$ cat src/rtl/core/triangle_mesh_area_volume_bounds_defines.svh
// assertion macros for the mesh statistics block
`ifndef TRIANGLE_MESH_AREA_VOLUME_BOUNDS_DEFINES_SVH
`define TRIANGLE_MESH_AREA_VOLUME_BOUNDS_DEFINES_SVH

// same-cycle implication, checked on the rising edge of clk outside reset
`define TMAVB_ASSERT_NOW(label, ante, cons, msg) \
	label: assert property (@(posedge clk) disable iff (!arst_n) (ante) |-> (cons)) \
		else $error(msg);

// next-cycle implication
`define TMAVB_ASSERT_NEXT(label, ante, cons, msg) \
	label: assert property (@(posedge clk) disable iff (!arst_n) (ante) |=> (cons)) \
		else $error(msg);

`endif

$ cat src/rtl/core/tmavb_pkg.sv
// shared types and constants for the mesh statistics block
`timescale 1ns / 1ps
package tmavb_pkg;

	// sequencer states
	typedef enum logic [2:0] {
		ST_IDLE,
		ST_LOAD,
		ST_MAC,
		ST_SQRT,
		ST_DIV,
		ST_DONE
	} state_t;

	// multiply-accumulate program, one entry per product
	typedef enum logic [4:0] {
		OP_N0_P, OP_N0_M, OP_N1_P, OP_N1_M, OP_N2_P, OP_N2_M,
		OP_B0_P, OP_B0_M, OP_B1_P, OP_B1_M, OP_B2_P, OP_B2_M,
		OP_T0, OP_T1, OP_T2,
		OP_S0, OP_S1, OP_S2
	} op_t;

	localparam int AREA_W  = 48;
	localparam int VOL_W   = 64;
	localparam int COUNT_W = 32;
	localparam int CNT_W   = 7;
	// divide by six in 16-bit digits, each by reciprocal multiply
	localparam int DIV_CHUNK = 16;
	localparam int DIV_STEPS = VOL_W / DIV_CHUNK;
	localparam int DIV_SHIFT = 21;
	localparam logic [2:0] DIVISOR = 3'd6;
	// ceil(2^21 / 6), exact for a partial dividend below 2^19
	localparam logic [DIV_CHUNK+2:0] DIV_RECIP = 19'd349526;
	localparam logic [AREA_W-1:0] AREA_MAX = {AREA_W{1'b1}};
	localparam logic [COUNT_W-1:0] COUNT_MAX = {COUNT_W{1'b1}};
	localparam logic signed [VOL_W-1:0] VOL_POS_MAX = {1'b0, {(VOL_W-1){1'b1}}};
	localparam logic signed [VOL_W-1:0] VOL_NEG_MAX = {1'b1, {(VOL_W-1){1'b0}}};

endpackage

$ cat src/rtl/core/triangle_mesh_area_volume_bounds.sv
// mesh statistics: surface area, enclosed volume, bounding box, triangle count
//
//  channel | direction | handshake            | beat
//  in      | input     | in_valid / in_stall  | one triangle and its last flag
//  out     | output    | out_valid / out_stall| mesh totals, after the last triangle
//
// one shared shift-add multiply-accumulate unit runs 18 products in turn, each after its
// own operand load step, then a bit-serial square root with a 2*CW+2 bit result; a new
// beat is taken only after the previous triangle is done
// the last triangle adds a divide by six, one 16-bit digit per step, and then hands off the beat
// in_stall stays high from the accepted beat until the triangle (and its result) is done
// reset clears all sums, the count and the flag and sets the bounds to their extremes; no clearing pass is needed
`timescale 1ns / 1ps
`include "triangle_mesh_area_volume_bounds_defines.svh"
module triangle_mesh_area_volume_bounds
	import tmavb_pkg::*;
#(
	parameter int COORD_WIDTH = 16
) (
	input  logic                          clk,
	input  logic                          arst_n,
	input  logic                          in_valid,
	output logic                          in_stall,
	input  logic signed [COORD_WIDTH-1:0] first_x,
	input  logic signed [COORD_WIDTH-1:0] first_y,
	input  logic signed [COORD_WIDTH-1:0] first_z,
	input  logic signed [COORD_WIDTH-1:0] second_x,
	input  logic signed [COORD_WIDTH-1:0] second_y,
	input  logic signed [COORD_WIDTH-1:0] second_z,
	input  logic signed [COORD_WIDTH-1:0] third_x,
	input  logic signed [COORD_WIDTH-1:0] third_y,
	input  logic signed [COORD_WIDTH-1:0] third_z,
	input  logic                          last_triangle,
	output logic                          out_valid,
	input  logic                          out_stall,
	output logic        [AREA_W-1:0]      total_area,
	output logic signed [VOL_W-1:0]       mesh_volume,
	output logic signed [COORD_WIDTH-1:0] lower_x,
	output logic signed [COORD_WIDTH-1:0] lower_y,
	output logic signed [COORD_WIDTH-1:0] lower_z,
	output logic signed [COORD_WIDTH-1:0] upper_x,
	output logic signed [COORD_WIDTH-1:0] upper_y,
	output logic signed [COORD_WIDTH-1:0] upper_z,
	output logic        [COUNT_W-1:0]     triangle_total,
	output logic                          overflowed
);

	localparam int CW = COORD_WIDTH;
	localparam int EW = CW + 1;        // edge difference
	localparam int NW = 2 * CW + 3;    // cross product component
	localparam int AW = 4 * CW + 5;    // accumulator
	localparam int RW = 2 * CW + 2;    // square root result
	localparam int SW = 2 * RW;        // square root radicand
	localparam int DVW = DIV_CHUNK + 3; // partial dividend of one digit
	localparam logic signed [CW-1:0] COORD_POS_MAX = {1'b0, {(CW-1){1'b1}}};
	localparam logic signed [CW-1:0] COORD_NEG_MAX = {1'b1, {(CW-1){1'b0}}};

	state_t state_q, state_d;
	op_t    op_q;

	logic [CNT_W-1:0] cnt_q, len_q;
	logic             neg_q;
	logic             last_q;
	logic signed [AW-1:0] m_q, acc_q, acc_nxt;
	logic signed [NW-1:0] q_q;
	logic signed [CW-1:0] a_q [3];
	logic signed [CW-1:0] b_q [3];
	logic signed [CW-1:0] c_q [3];
	logic signed [EW-1:0] e1_q [3];
	logic signed [EW-1:0] e2_q [3];
	logic signed [NW-1:0] n_q [3];
	logic signed [NW-1:0] bc_q [3];
	logic        [RW+1:0] rem_q;
	logic        [RW-1:0] root_q;
	logic        [AREA_W-1:0] area_q;
	logic signed [VOL_W-1:0]  vol_q;
	logic signed [CW-1:0] low_q [3];
	logic signed [CW-1:0] high_q [3];
	logic        [COUNT_W-1:0] count_q;
	logic        sat_q;
	logic [VOL_W-1:0]     dq_q;
	logic [2:0]           dr_q;
	logic                 vneg_q;

	logic signed [CW-1:0] in_a [3];
	logic signed [CW-1:0] in_b [3];
	logic signed [CW-1:0] in_c [3];
	logic signed [CW-1:0] tri_lo [3];
	logic signed [CW-1:0] tri_hi [3];

	logic signed [AW-1:0] ld_m;
	logic signed [NW-1:0] ld_q;
	logic [CNT_W-1:0]     ld_len;
	logic                 ld_clr, ld_neg;

	logic       in_acc, mac_end, sqrt_end, div_end;
	logic       sub_now;
	logic [RW+1:0] sq_rem_n, sq_trial;
	logic [RW+1:0] sq_rem_nxt;
	logic [RW-1:0] sq_root_nxt;
	logic [AREA_W:0] area_sum_w;
	logic signed [VOL_W:0] vol_sum_w;
	logic [DVW-1:0] dv_t;
	logic [2*DVW-1:0] dv_prod;
	logic [DIV_CHUNK-1:0] dv_quo;
	logic [VOL_W-1:0] dq_nxt;
	logic [2:0] dr_nxt;

	assign in_a[0] = first_x;  assign in_a[1] = first_y;  assign in_a[2] = first_z;
	assign in_b[0] = second_x; assign in_b[1] = second_y; assign in_b[2] = second_z;
	assign in_c[0] = third_x;  assign in_c[1] = third_y;  assign in_c[2] = third_z;

	// per-axis min and max of the incoming triangle
	always_comb begin
		for (int k = 0; k < 3; k++) begin
			tri_lo[k] = in_a[k];
			tri_hi[k] = in_a[k];
			if (in_b[k] < tri_lo[k]) tri_lo[k] = in_b[k];
			if (in_c[k] < tri_lo[k]) tri_lo[k] = in_c[k];
			if (in_b[k] > tri_hi[k]) tri_hi[k] = in_b[k];
			if (in_c[k] > tri_hi[k]) tri_hi[k] = in_c[k];
		end
	end

	// operand selection for the next product
	always_comb begin
		ld_m   = '0;
		ld_q   = '0;
		ld_len = CNT_W'(EW);
		ld_clr = 1'b0;
		ld_neg = 1'b0;
		unique case (op_q)
			OP_N0_P: begin
				ld_m = AW'(e1_q[1]); ld_q = NW'(e2_q[2]); ld_clr = 1'b1;
			end
			OP_N0_M: begin
				ld_m = AW'(e1_q[2]); ld_q = NW'(e2_q[1]); ld_neg = 1'b1;
			end
			OP_N1_P: begin
				ld_m = AW'(e1_q[2]); ld_q = NW'(e2_q[0]); ld_clr = 1'b1;
			end
			OP_N1_M: begin
				ld_m = AW'(e1_q[0]); ld_q = NW'(e2_q[2]); ld_neg = 1'b1;
			end
			OP_N2_P: begin
				ld_m = AW'(e1_q[0]); ld_q = NW'(e2_q[1]); ld_clr = 1'b1;
			end
			OP_N2_M: begin
				ld_m = AW'(e1_q[1]); ld_q = NW'(e2_q[0]); ld_neg = 1'b1;
			end
			OP_B0_P: begin
				ld_m = AW'(b_q[1]); ld_q = NW'(c_q[2]); ld_clr = 1'b1;
				ld_len = CNT_W'(CW);
			end
			OP_B0_M: begin
				ld_m = AW'(b_q[2]); ld_q = NW'(c_q[1]); ld_neg = 1'b1;
				ld_len = CNT_W'(CW);
			end
			OP_B1_P: begin
				ld_m = AW'(b_q[2]); ld_q = NW'(c_q[0]); ld_clr = 1'b1;
				ld_len = CNT_W'(CW);
			end
			OP_B1_M: begin
				ld_m = AW'(b_q[0]); ld_q = NW'(c_q[2]); ld_neg = 1'b1;
				ld_len = CNT_W'(CW);
			end
			OP_B2_P: begin
				ld_m = AW'(b_q[0]); ld_q = NW'(c_q[1]); ld_clr = 1'b1;
				ld_len = CNT_W'(CW);
			end
			OP_B2_M: begin
				ld_m = AW'(b_q[1]); ld_q = NW'(c_q[0]); ld_neg = 1'b1;
				ld_len = CNT_W'(CW);
			end
			OP_T0: begin
				ld_m = AW'(bc_q[0]); ld_q = NW'(a_q[0]); ld_clr = 1'b1;
				ld_len = CNT_W'(CW);
			end
			OP_T1: begin
				ld_m = AW'(bc_q[1]); ld_q = NW'(a_q[1]); ld_len = CNT_W'(CW);
			end
			OP_T2: begin
				ld_m = AW'(bc_q[2]); ld_q = NW'(a_q[2]); ld_len = CNT_W'(CW);
			end
			OP_S0: begin
				ld_m = AW'(n_q[0]); ld_q = n_q[0]; ld_clr = 1'b1;
				ld_len = CNT_W'(NW);
			end
			OP_S1: begin
				ld_m = AW'(n_q[1]); ld_q = n_q[1]; ld_len = CNT_W'(NW);
			end
			OP_S2: begin
				ld_m = AW'(n_q[2]); ld_q = n_q[2]; ld_len = CNT_W'(NW);
			end
			default: begin
				ld_m = '0;
			end
		endcase
	end

	// shared shift-add step; the top multiplier bit carries negative weight
	assign sub_now = (cnt_q == len_q - CNT_W'(1)) ^ neg_q;
	always_comb begin
		acc_nxt = acc_q;
		if (q_q[0]) begin
			acc_nxt = sub_now ? acc_q - m_q : acc_q + m_q;
		end
	end

	// one digit of the square root recurrence
	always_comb begin
		sq_rem_n    = {rem_q[RW-1:0], acc_q[SW-1 -: 2]};
		sq_trial    = {root_q, 2'b01};
		sq_rem_nxt  = sq_rem_n;
		sq_root_nxt = {root_q[RW-2:0], 1'b0};
		if (sq_rem_n >= sq_trial) begin
			sq_rem_nxt  = sq_rem_n - sq_trial;
			sq_root_nxt = {root_q[RW-2:0], 1'b1};
		end
	end

	// one 16-bit quotient digit of the divide by six
	always_comb begin
		dv_t    = {dr_q, dq_q[VOL_W-1 -: DIV_CHUNK]};
		dv_prod = (2 * DVW)'(dv_t) * (2 * DVW)'(DIV_RECIP);
		dv_quo  = dv_prod[DIV_SHIFT +: DIV_CHUNK];
		dr_nxt  = 3'(dv_t - DVW'(dv_quo) * DVW'(DIVISOR));
		dq_nxt  = {dq_q[VOL_W-DIV_CHUNK-1:0], dv_quo};
	end

	assign area_sum_w = {1'b0, area_q} + (AREA_W + 1)'(sq_root_nxt[RW-1:1]);
	assign vol_sum_w  = (VOL_W + 1)'(vol_q) + (VOL_W + 1)'(acc_nxt);

	assign in_acc   = in_valid && !in_stall;
	assign mac_end  = (state_q == ST_MAC) && (cnt_q == len_q - CNT_W'(1));
	assign sqrt_end = (state_q == ST_SQRT) && (cnt_q == CNT_W'(RW - 1));
	assign div_end  = (state_q == ST_DIV) && (cnt_q == CNT_W'(DIV_STEPS - 1));

	// next state
	always_comb begin
		state_d = state_q;
		unique case (state_q)
			ST_IDLE: if (in_acc) state_d = ST_LOAD;
			ST_LOAD: state_d = ST_MAC;
			ST_MAC: begin
				if (mac_end) state_d = (op_q == OP_S2) ? ST_SQRT : ST_LOAD;
			end
			ST_SQRT: begin
				if (sqrt_end) state_d = last_q ? ST_DIV : ST_IDLE;
			end
			ST_DIV: if (div_end) state_d = ST_DONE;
			ST_DONE: if (!out_stall) state_d = ST_IDLE;
			default: state_d = ST_IDLE;
		endcase
	end

	// handshake outputs
	always_comb begin
		in_stall  = (state_q != ST_IDLE);
		out_valid = (state_q == ST_DONE);
	end

	// state register
	always_ff @(posedge clk or negedge arst_n) begin
		if (!arst_n) begin
			state_q <= ST_IDLE;
		end else begin
			state_q <= state_d;
		end
	end

	// sequencer and mesh accumulators
	always_ff @(posedge clk or negedge arst_n) begin
		if (!arst_n) begin
			op_q    <= OP_N0_P;
			cnt_q   <= '0;
			len_q   <= '0;
			neg_q   <= 1'b0;
			last_q  <= 1'b0;
			area_q  <= '0;
			vol_q   <= '0;
			count_q <= '0;
			sat_q   <= 1'b0;
			for (int k = 0; k < 3; k++) begin
				low_q[k]  <= COORD_POS_MAX;
				high_q[k] <= COORD_NEG_MAX;
			end
		end else begin
			unique case (state_q)
				ST_IDLE: begin
					if (in_acc) begin
						op_q   <= OP_N0_P;
						last_q <= last_triangle;
						for (int k = 0; k < 3; k++) begin
							if (tri_lo[k] < low_q[k]) low_q[k] <= tri_lo[k];
							if (tri_hi[k] > high_q[k]) high_q[k] <= tri_hi[k];
						end
						if (count_q == COUNT_MAX) begin
							sat_q <= 1'b1;
						end else begin
							count_q <= count_q + COUNT_W'(1);
						end
					end
				end
				ST_LOAD: begin
					cnt_q <= '0;
					len_q <= ld_len;
					neg_q <= ld_neg;
				end
				ST_MAC: begin
					cnt_q <= cnt_q + CNT_W'(1);
					if (mac_end) begin
						cnt_q <= '0;
						if (op_q != OP_S2) op_q <= op_t'(op_q + 5'd1);
						if (op_q == OP_T2) begin
							// saturating add of the triple product
							if (vol_sum_w[VOL_W] != vol_sum_w[VOL_W-1]) begin
								vol_q <= vol_sum_w[VOL_W] ? VOL_NEG_MAX : VOL_POS_MAX;
								sat_q <= 1'b1;
							end else begin
								vol_q <= vol_sum_w[VOL_W-1:0];
							end
						end
					end
				end
				ST_SQRT: begin
					cnt_q <= cnt_q + CNT_W'(1);
					if (sqrt_end) begin
						cnt_q <= '0;
						if (area_sum_w[AREA_W]) begin
							area_q <= AREA_MAX;
							sat_q  <= 1'b1;
						end else begin
							area_q <= area_sum_w[AREA_W-1:0];
						end
					end
				end
				ST_DIV: begin
					cnt_q <= cnt_q + CNT_W'(1);
					if (div_end) begin
						// totals move to the output beat, mesh state starts over
						cnt_q   <= '0;
						area_q  <= '0;
						vol_q   <= '0;
						count_q <= '0;
						sat_q   <= 1'b0;
						for (int k = 0; k < 3; k++) begin
							low_q[k]  <= COORD_POS_MAX;
							high_q[k] <= COORD_NEG_MAX;
						end
					end
				end
				ST_DONE: begin
					cnt_q <= '0;
				end
				default: begin
					cnt_q <= '0;
				end
			endcase
		end
	end

	// datapath registers
	always_ff @(posedge clk) begin
		unique case (state_q)
			ST_IDLE: begin
				if (in_acc) begin
					for (int k = 0; k < 3; k++) begin
						a_q[k]  <= in_a[k];
						b_q[k]  <= in_b[k];
						c_q[k]  <= in_c[k];
						e1_q[k] <= EW'(in_b[k]) - EW'(in_a[k]);
						e2_q[k] <= EW'(in_c[k]) - EW'(in_a[k]);
					end
				end
			end
			ST_LOAD: begin
				m_q <= ld_m;
				q_q <= ld_q;
				if (ld_clr) acc_q <= '0;
			end
			ST_MAC: begin
				acc_q <= acc_nxt;
				m_q   <= m_q <<< 1;
				q_q   <= q_q >>> 1;
				if (mac_end) begin
					unique case (op_q)
						OP_N0_M: n_q[0]  <= acc_nxt[NW-1:0];
						OP_N1_M: n_q[1]  <= acc_nxt[NW-1:0];
						OP_N2_M: n_q[2]  <= acc_nxt[NW-1:0];
						OP_B0_M: bc_q[0] <= acc_nxt[NW-1:0];
						OP_B1_M: bc_q[1] <= acc_nxt[NW-1:0];
						OP_B2_M: bc_q[2] <= acc_nxt[NW-1:0];
						OP_S2: begin
							rem_q  <= '0;
							root_q <= '0;
						end
						default: begin
						end
					endcase
				end
			end
			ST_SQRT: begin
				acc_q  <= acc_q <<< 2;
				rem_q  <= sq_rem_nxt;
				root_q <= sq_root_nxt;
				if (sqrt_end) begin
					dq_q   <= vol_q[VOL_W-1] ? VOL_W'(-vol_q) : VOL_W'(vol_q);
					vneg_q <= vol_q[VOL_W-1];
					dr_q   <= '0;
				end
			end
			ST_DIV: begin
				dq_q <= dq_nxt;
				dr_q <= dr_nxt;
				if (div_end) begin
					total_area      <= area_q;
					mesh_volume     <= vneg_q ? -$signed(dq_nxt) : $signed(dq_nxt);
					lower_x         <= low_q[0];
					lower_y         <= low_q[1];
					lower_z         <= low_q[2];
					upper_x         <= high_q[0];
					upper_y         <= high_q[1];
					upper_z         <= high_q[2];
					triangle_total  <= count_q;
					overflowed      <= sat_q;
				end
			end
			ST_DONE: begin
			end
			default: begin
			end
		endcase
	end

	// checks
	`TMAVB_ASSERT_NOW(a_out_blocks_in, out_valid, in_stall, "input taken while result pending")
	`TMAVB_ASSERT_NEXT(a_in_no_result, in_valid && !in_stall, !out_valid, "result right after beat")
	`TMAVB_ASSERT_NEXT(a_out_once, out_valid && !out_stall, !out_valid, "result beat repeated")
	`TMAVB_ASSERT_NOW(a_div_only_last, state_q == ST_DIV, last_q, "divide on a non-last triangle")

endmodule
$ cat config.mk
export PLATFORM = sky130hd
export DESIGN_NAME = triangle_mesh_area_volume_bounds
export DESIGN_NICKNAME = d
export VERILOG_FILES = /design/src/rtl/core/tmavb_pkg.sv /design/src/rtl/core/triangle_mesh_area_volume_bounds.sv
export VERILOG_INCLUDE_DIRS = /design/src /design/src/rtl/core
export SDC_FILE = /design/constraint.sdc
export NUM_CORES = 2
export LEC_CHECK = 0
export BUFFER_PORTS_ARGS = -buffer_cell sky130_fd_sc_hd__clkbuf_2
export CAP_MARGIN = 20
export CORE_ASPECT_RATIO = 0.8
export CORE_MARGIN = 2
export CORE_UTILIZATION = 54
export CTS_CLUSTER_DIAMETER = 60
export DETAILED_ROUTE_END_ITERATION = 12
export GPL_ROUTABILITY_DRIVEN = 0
export PLACE_DENSITY = 0.72
export SETUP_SLACK_MARGIN = 0.4
export SLEW_MARGIN = 20
export SYNTH_ARGS = -nofsm -noshare
export SYNTH_HDL_FRONTEND = slang
export SYNTH_SLANG_ARGS = --single-unit
$ cat constraint.sdc
create_clock -name clk -period 13.2 [get_ports clk]
set_input_delay 3.96 -clock clk [delete_from_list [all_inputs] [get_ports clk]]
set_output_delay 3.96 -clock clk [all_outputs]
set_load 0.02 [all_outputs]
* Word-level counts from Yosys, hierarchy flattened *
Memories as Yosys holds them, arrays and structs flattened.
Cells that the tools add are included.

operators by class
  add/subtract/negate cells = 18
  $mul = 2
  $lt $le $gt $ge = 19
  eq/ne operators = 48
  mux-type cells = 127
  bitwise gates (word level) = 2
  reduce and logical (&&, ||, !) cells = 56

operators with widths
  kind               count
  $pmux W69 S12      1
  $mux W64           8
  $pmux W35 S12      1
  $mux W48           7
  $mux W16           18
  $pmux W48 S2       3
  $pmux W64 S2       2
  $mux W69           3
  $pmux W69 S3       1
  $mux W34           5
  $gt A16 B16 Y1     9
  $lt A16 B16 Y1     9
  $mux W35           4
  $reduce_or A35 Y1  4
  $pmux W69 S2       1
  $pmux W34 S2       2
  $neg A64 Y64       2
  $sub A16 B16 Y17   6
  $mux W32           3
  $pmux W35 S2       1
  $add A69 B69 Y69   1
  $sub A69 B69 Y69   1
  $add A64 B65 Y65   1
  $pmux W32 S2       1
  56 further kinds   178

storage, ports and cells
  flip-flop bits (word level) = 815
  memory bits (writable) = 456
  output and inout bits = 243
  logic and storage cells = 315
  memories kept = 7

memories
  name             depth  width  read ports  clocked after Yosys merged registers in  wr ports  line                                    source
  bc_q             3      35     3           0                                        1         triangle_mesh_area_volume_bounds.sv:72  logic signed [NW-1:0] bc_q [3];
  n_q              3      35     3           0                                        1         triangle_mesh_area_volume_bounds.sv:71  logic signed [NW-1:0] n_q [3];
  e1_q             3      17     3           0                                        3         triangle_mesh_area_volume_bounds.sv:69  logic signed [EW-1:0] e1_q [3];
  e2_q             3      17     3           0                                        3         triangle_mesh_area_volume_bounds.sv:70  logic signed [EW-1:0] e2_q [3];
  a_q              3      16     3           0                                        3         triangle_mesh_area_volume_bounds.sv:66  logic signed [CW-1:0] a_q [3];
  b_q              3      16     3           0                                        3         triangle_mesh_area_volume_bounds.sv:67  logic signed [CW-1:0] b_q [3];
  1 more memories  -      -      -           -                                        -         -

* Logic depth before layout (Yosys ltp) *
  depth after elaboration = 11
  gate-level depth with buffers = 41
  depth with buffers taken out = 36

* Worst setup path after synthesis *
Ideal clock, no wire load.

  kind = in2reg
  start point = input in_valid
  end point = register high_q[21] (netlist name)
  library setup time = 0.068 ns
  data arrival time = 13.401 ns
  data required time = 13.132 ns
  setup slack = -0.269 ns
  stages = 6
  buffers on the path = 2
  path through = and2_1 clkbuf_1 o22ai_1 nor2_1 clkbuf_1 a22o_1

between the ends
  cells in the longest elaborated chain, start to end = 3

RTL lines
  item                                line                                     source
  start: declaration                  triangle_mesh_area_volume_bounds.sv:22   input logic in_valid,
  $logic_and A1 B1 Y1                 triangle_mesh_area_volume_bounds.sv:234  assign in_acc = in_valid && !in_stall;
  $ne A2 B2 Y1 (no source line)       -
  $reduce_and A4 Y1 (no source line)  -
  end signal: indexed assignment      triangle_mesh_area_volume_bounds.sv:286  high_q[k] <= COORD_NEG_MAX;
  end signal: indexed assignment      triangle_mesh_area_volume_bounds.sv:349  high_q[k] <= COORD_NEG_MAX;
  end: declaration                    triangle_mesh_area_volume_bounds.sv:78   logic signed [CW-1:0] high_q [3];

Every way passes these cells.
A chain may end at the register's enable or synchronous reset.

* Worst setup path after layout *
  start point = input first_z[3]
  end point = register high_q[5] (netlist name)

between the ends
  cells in the longest elaborated chain, start to end = 7

RTL lines
  item                                                                       line                                     source
  start: declaration                                                         triangle_mesh_area_volume_bounds.sv:26   input logic signed [COORD_WIDTH-1:0] first_z,
  $gt A16 B16 Y1                                                             triangle_mesh_area_volume_bounds.sv:120  if (in_b[k] > tri_hi[k]) tri_hi[k] = in_b[k];
  $mux W16 (*)                                                               triangle_mesh_area_volume_bounds.sv:120
  $gt A16 B16 Y1                                                             triangle_mesh_area_volume_bounds.sv:121  if (in_c[k] > tri_hi[k]) tri_hi[k] = in_c[k];
  $mux W16 (*)                                                               triangle_mesh_area_volume_bounds.sv:121
  $gt A16 B16 Y1 / $mux W16 (equally long branches)                          triangle_mesh_area_volume_bounds.sv:296  if (tri_hi[k] > high_q[k]) high_q[k] <= tri_hi[k];
  $ne A2 B2 Y1 (no source line) / $mux W48 (equally long branches)           -
  $reduce_and A4 Y1 (no source line) / $pmux W48 S2 (equally long branches)  -

Every way passes the cells marked *; elsewhere a longest branch is shown, timed or not. The select of a mux whose other input is x is not followed.

==> impl_metrics.json <==
{
  "status": "completed",
  "max_slew_margin_pct": 15.2,
  "cp_max_fo": 33,
  "ys.flop_type": "edfxtp_1",
  "clk_latency_ps": 820,
  "hp-start": "area_q[44]",
  "cts_tree": "done",
  "synthArstFlopShare_pct": 20.6,
  "max_freq_ghz": 0.0871,
  "rrSetupSlack_ps": 2720,
  "path_class": "input port to flip-flop",
  "coreArea_um2": 146000,
  "synthesis.nets": 8391,
  "route.detailed.drc": 0,
  "rr_startpoint": "m_q[19]",
  "dieHeight_um": 347,
  "hold-path-cell-count": 0,
  "grt_max_degree": 90,
  "yosysTopAreaCellShare_pct": 37.9,
  "rr_endpoint": "vol_q[12]",
  "fillerInstances": 11900,
  "yosysWarnings": 0,
  "die_area_um2": 150000,
  "ys_types": 100,
  "antenna_found_initial": 14,
  "routed_wirelength_um": 232000,
  "cts.sinks": 1265,
  "syn_avg_cell_area_um2": 10.7,
  "fin_crit_sh_pct": 86.9,
  "netlist.top_cell.by_area": "edfxtp_1",
  "grt-ovfl-total": 0,
  "port_buffers": 391,
  "fp-row-count": 125,
  "arrival_ps": 12100,
  "initial_core_util_pct": 54.6,
  "first_pass_iters": 12,
  "clkTransAtPathRegs_ps": 60,
  "drt_first_iter_violations": 7223,
  "synth_cells": 7459,
  "fin_tns_setup_ps": 0,
  "cts_buffers": 140,
  "min_to": "total_area[44]",
  "grt_pass1_vias": 59600,
  "wl_per_cell_um": 23.5,
  "synth_area_um2": 79500,
  "path_common_cell": "a21oi_1",
  "hold_viol": 0,
  "drive_gt1_share_pct": 11.8,
  "ff2ff_path_depth": 29,
  "cp-start-kind": "input port",
  "worst_pin_slew_ps": 1260,
  "slowest_delay_ps": 750,
  "cts-hold-fix-buffers": 0,
  "dpl.hpwl_um": 172000,
  "clk_path_buf_depth": 3,
  "ant_nets": 0,
  "syn2layout_area_growth_pct": 11.2,
  "grt.total_usage_pct": 30.5,
  "final_nets": 8724,
  "cts_setup_buffers": 0,
  "rsz0062_at_grt": "no",
  "design.portCount": 392,
  "htree_num_levels": 4,
  "drv_slew": 0,
  "yosys-top-cells-area": "edfxtp_1 (38%), ha_1 (10%), dfrtp_1 (6.7%)",
  "endpoint_kind": "flip-flop",
  "hold_path.class": "flip-flop to flip-flop",
  "clock_skew_ps": 42.9,
  "viasPerCell": 6.22,
  "synth-edff-count": 1004,
  "synth_seq_area_share_pct": 46.2,
  "synth-seq-cells": 1265,
  "setup_violations": 0,
  "period_minus_slack_ps": 11470,
  "crit_required_ps": 13830,
  "cts_root_buffer": "clkbuf_16",
  "cp_slowest_cell": "o22ai_2",
  "post_cts_resized": 0,
  "die_x_um": 433,
  "vias": 61500,
  "grt_pass1_wl_um": 355000,
  "max_cap_viol_count": 0
}
[per-stage QoR]
stage / instances / instance area (um^2) / worst slack, ps / hold slack, ps / utilization [%]
floorplan: 7459 / 79500 / 1890 / 425 / -
global placement: 9616 / 83700 / 1220 / 458 / 57.4
detailed placement: 9616 / 83700 / 1130 / 460 / 57.4
CTS: 9875 / 88400 / 1940 / 482 / 60.6
global route: 9885 / 88400 / 1130 / 491 / 60.7
finish: 9886 / 88400 / 1730 / 481 / 60.7
[kinds of logic after synthesis]
group                      count (synthesis)  share of synthesized area [%]
xor gates and xnor gates                 480                           5.32
adders and majority gates                784                           13.5
AOI/OAI and AO/OA                       2012                           17.0
buffers and inverters                    878                           4.19
and+or+nand+nor                         1821                           10.9
DFF                                     1265                           46.2
muxes                                    219                           2.87
[state kept, by name, summed over array words and instances, names as in the netlist, 32 cells and up]
register        flops
total_area         48
e2_q               51
a_q                48
bc_q              105
high_q             48
dq_q               64
triangle_total     32
b_q                48
count_q            32
mesh_volume        64
vol_q              64
low_q              48
area_q             48
n_q               105
rem_q              34
q_q                35
root_q             34
c_q                48
acc_q              68
e1_q               51
m_q                68
[worst max-delay path, delay by kind of cell]
family	cells	cell delay, ps
compound gates	22	5310
fa+ha+maj	3	950
mux	2	660
simple gates	6	610
buf+inv	3	580
[worst max path at each step]
stage | end | from
after floorplan | high_q[21] | first_y[10]
after global placement | high_q[7] | first_z[3]
after detailed placement | high_q[10] | first_z[3]
after CTS | high_q[10] | first_z[3]
after global routing | high_q[10] | first_z[3]
final | high_q[5] | first_z[3]
[layout make-up]
type                            instances  area (um^2)  area share [%]
Clock inverter                         83          910            1.03
Tap cell                             1968         2460            2.78
Clock buffer                          176         3770            4.27
Timing Repair Buffer                  482         2670            3.02
Sequential cell                      1265        36700            41.5
Antenna cell                            9         22.5          0.0255
Multi-Input combinational cell       5316        39600            44.8
Inverter                              587         2210            2.50
[synth_stat cells, types with 70 or more instances]
master and n:
nand3_1 101, a21o_1 273, a22oi_1 93, inv_1 586, a22o_1 155, edfxtp_1 1004, ha_1 656, clkbuf_1 255
mux2_2 70, o31ai_1 71, nor2b_1 81, xor2_1 206, fa_1 127, mux2i_1 149, o21ai_0 453, xnor2_1 272
nor3_1 94, nand2_1 590, dfrtp_1 213, nor2_1 489, nand4_1 133, a21oi_1 414
[per-layer routing]
| metal | share of wire (%) | track usage, % |
|---|---|---|
| met5 | 0.012 | 0 |
| met3 | 9.2 | 5.42 |
| met1 | 42 | 42.7 |
| met4 | 4.7 | 13.9 |
| met2 | 45 | 46.3 |
[layout by cell type, fill, tap and decap left out, types with 55 or more instances in the layout]
cell       count
nand2_1      586
nand3_1      101
o21a_1        57
dfrtp_1      212
or3_1         60
xnor2_1      271
xor2_1       205
clkbuf_2     390
a21o_1       273
a21oi_1      414
ha_1         656
o31ai_1       70
nor2b_1       81
fa_1         127
nor2_1       482
nor3_1        88
mux2_2        70
o21ai_0      453
nand2b_1      61
mux2i_1      148
buf_4         90
edfxtp_1    1004
a22oi_1       93
a22o_1       155
inv_1        585
nand4_1      133
clkbuf_16    144
a222oi_1      55
Power is not shown: default switching activity piles up to over one toggle a cycle in this logic, so the estimate is an artifact.
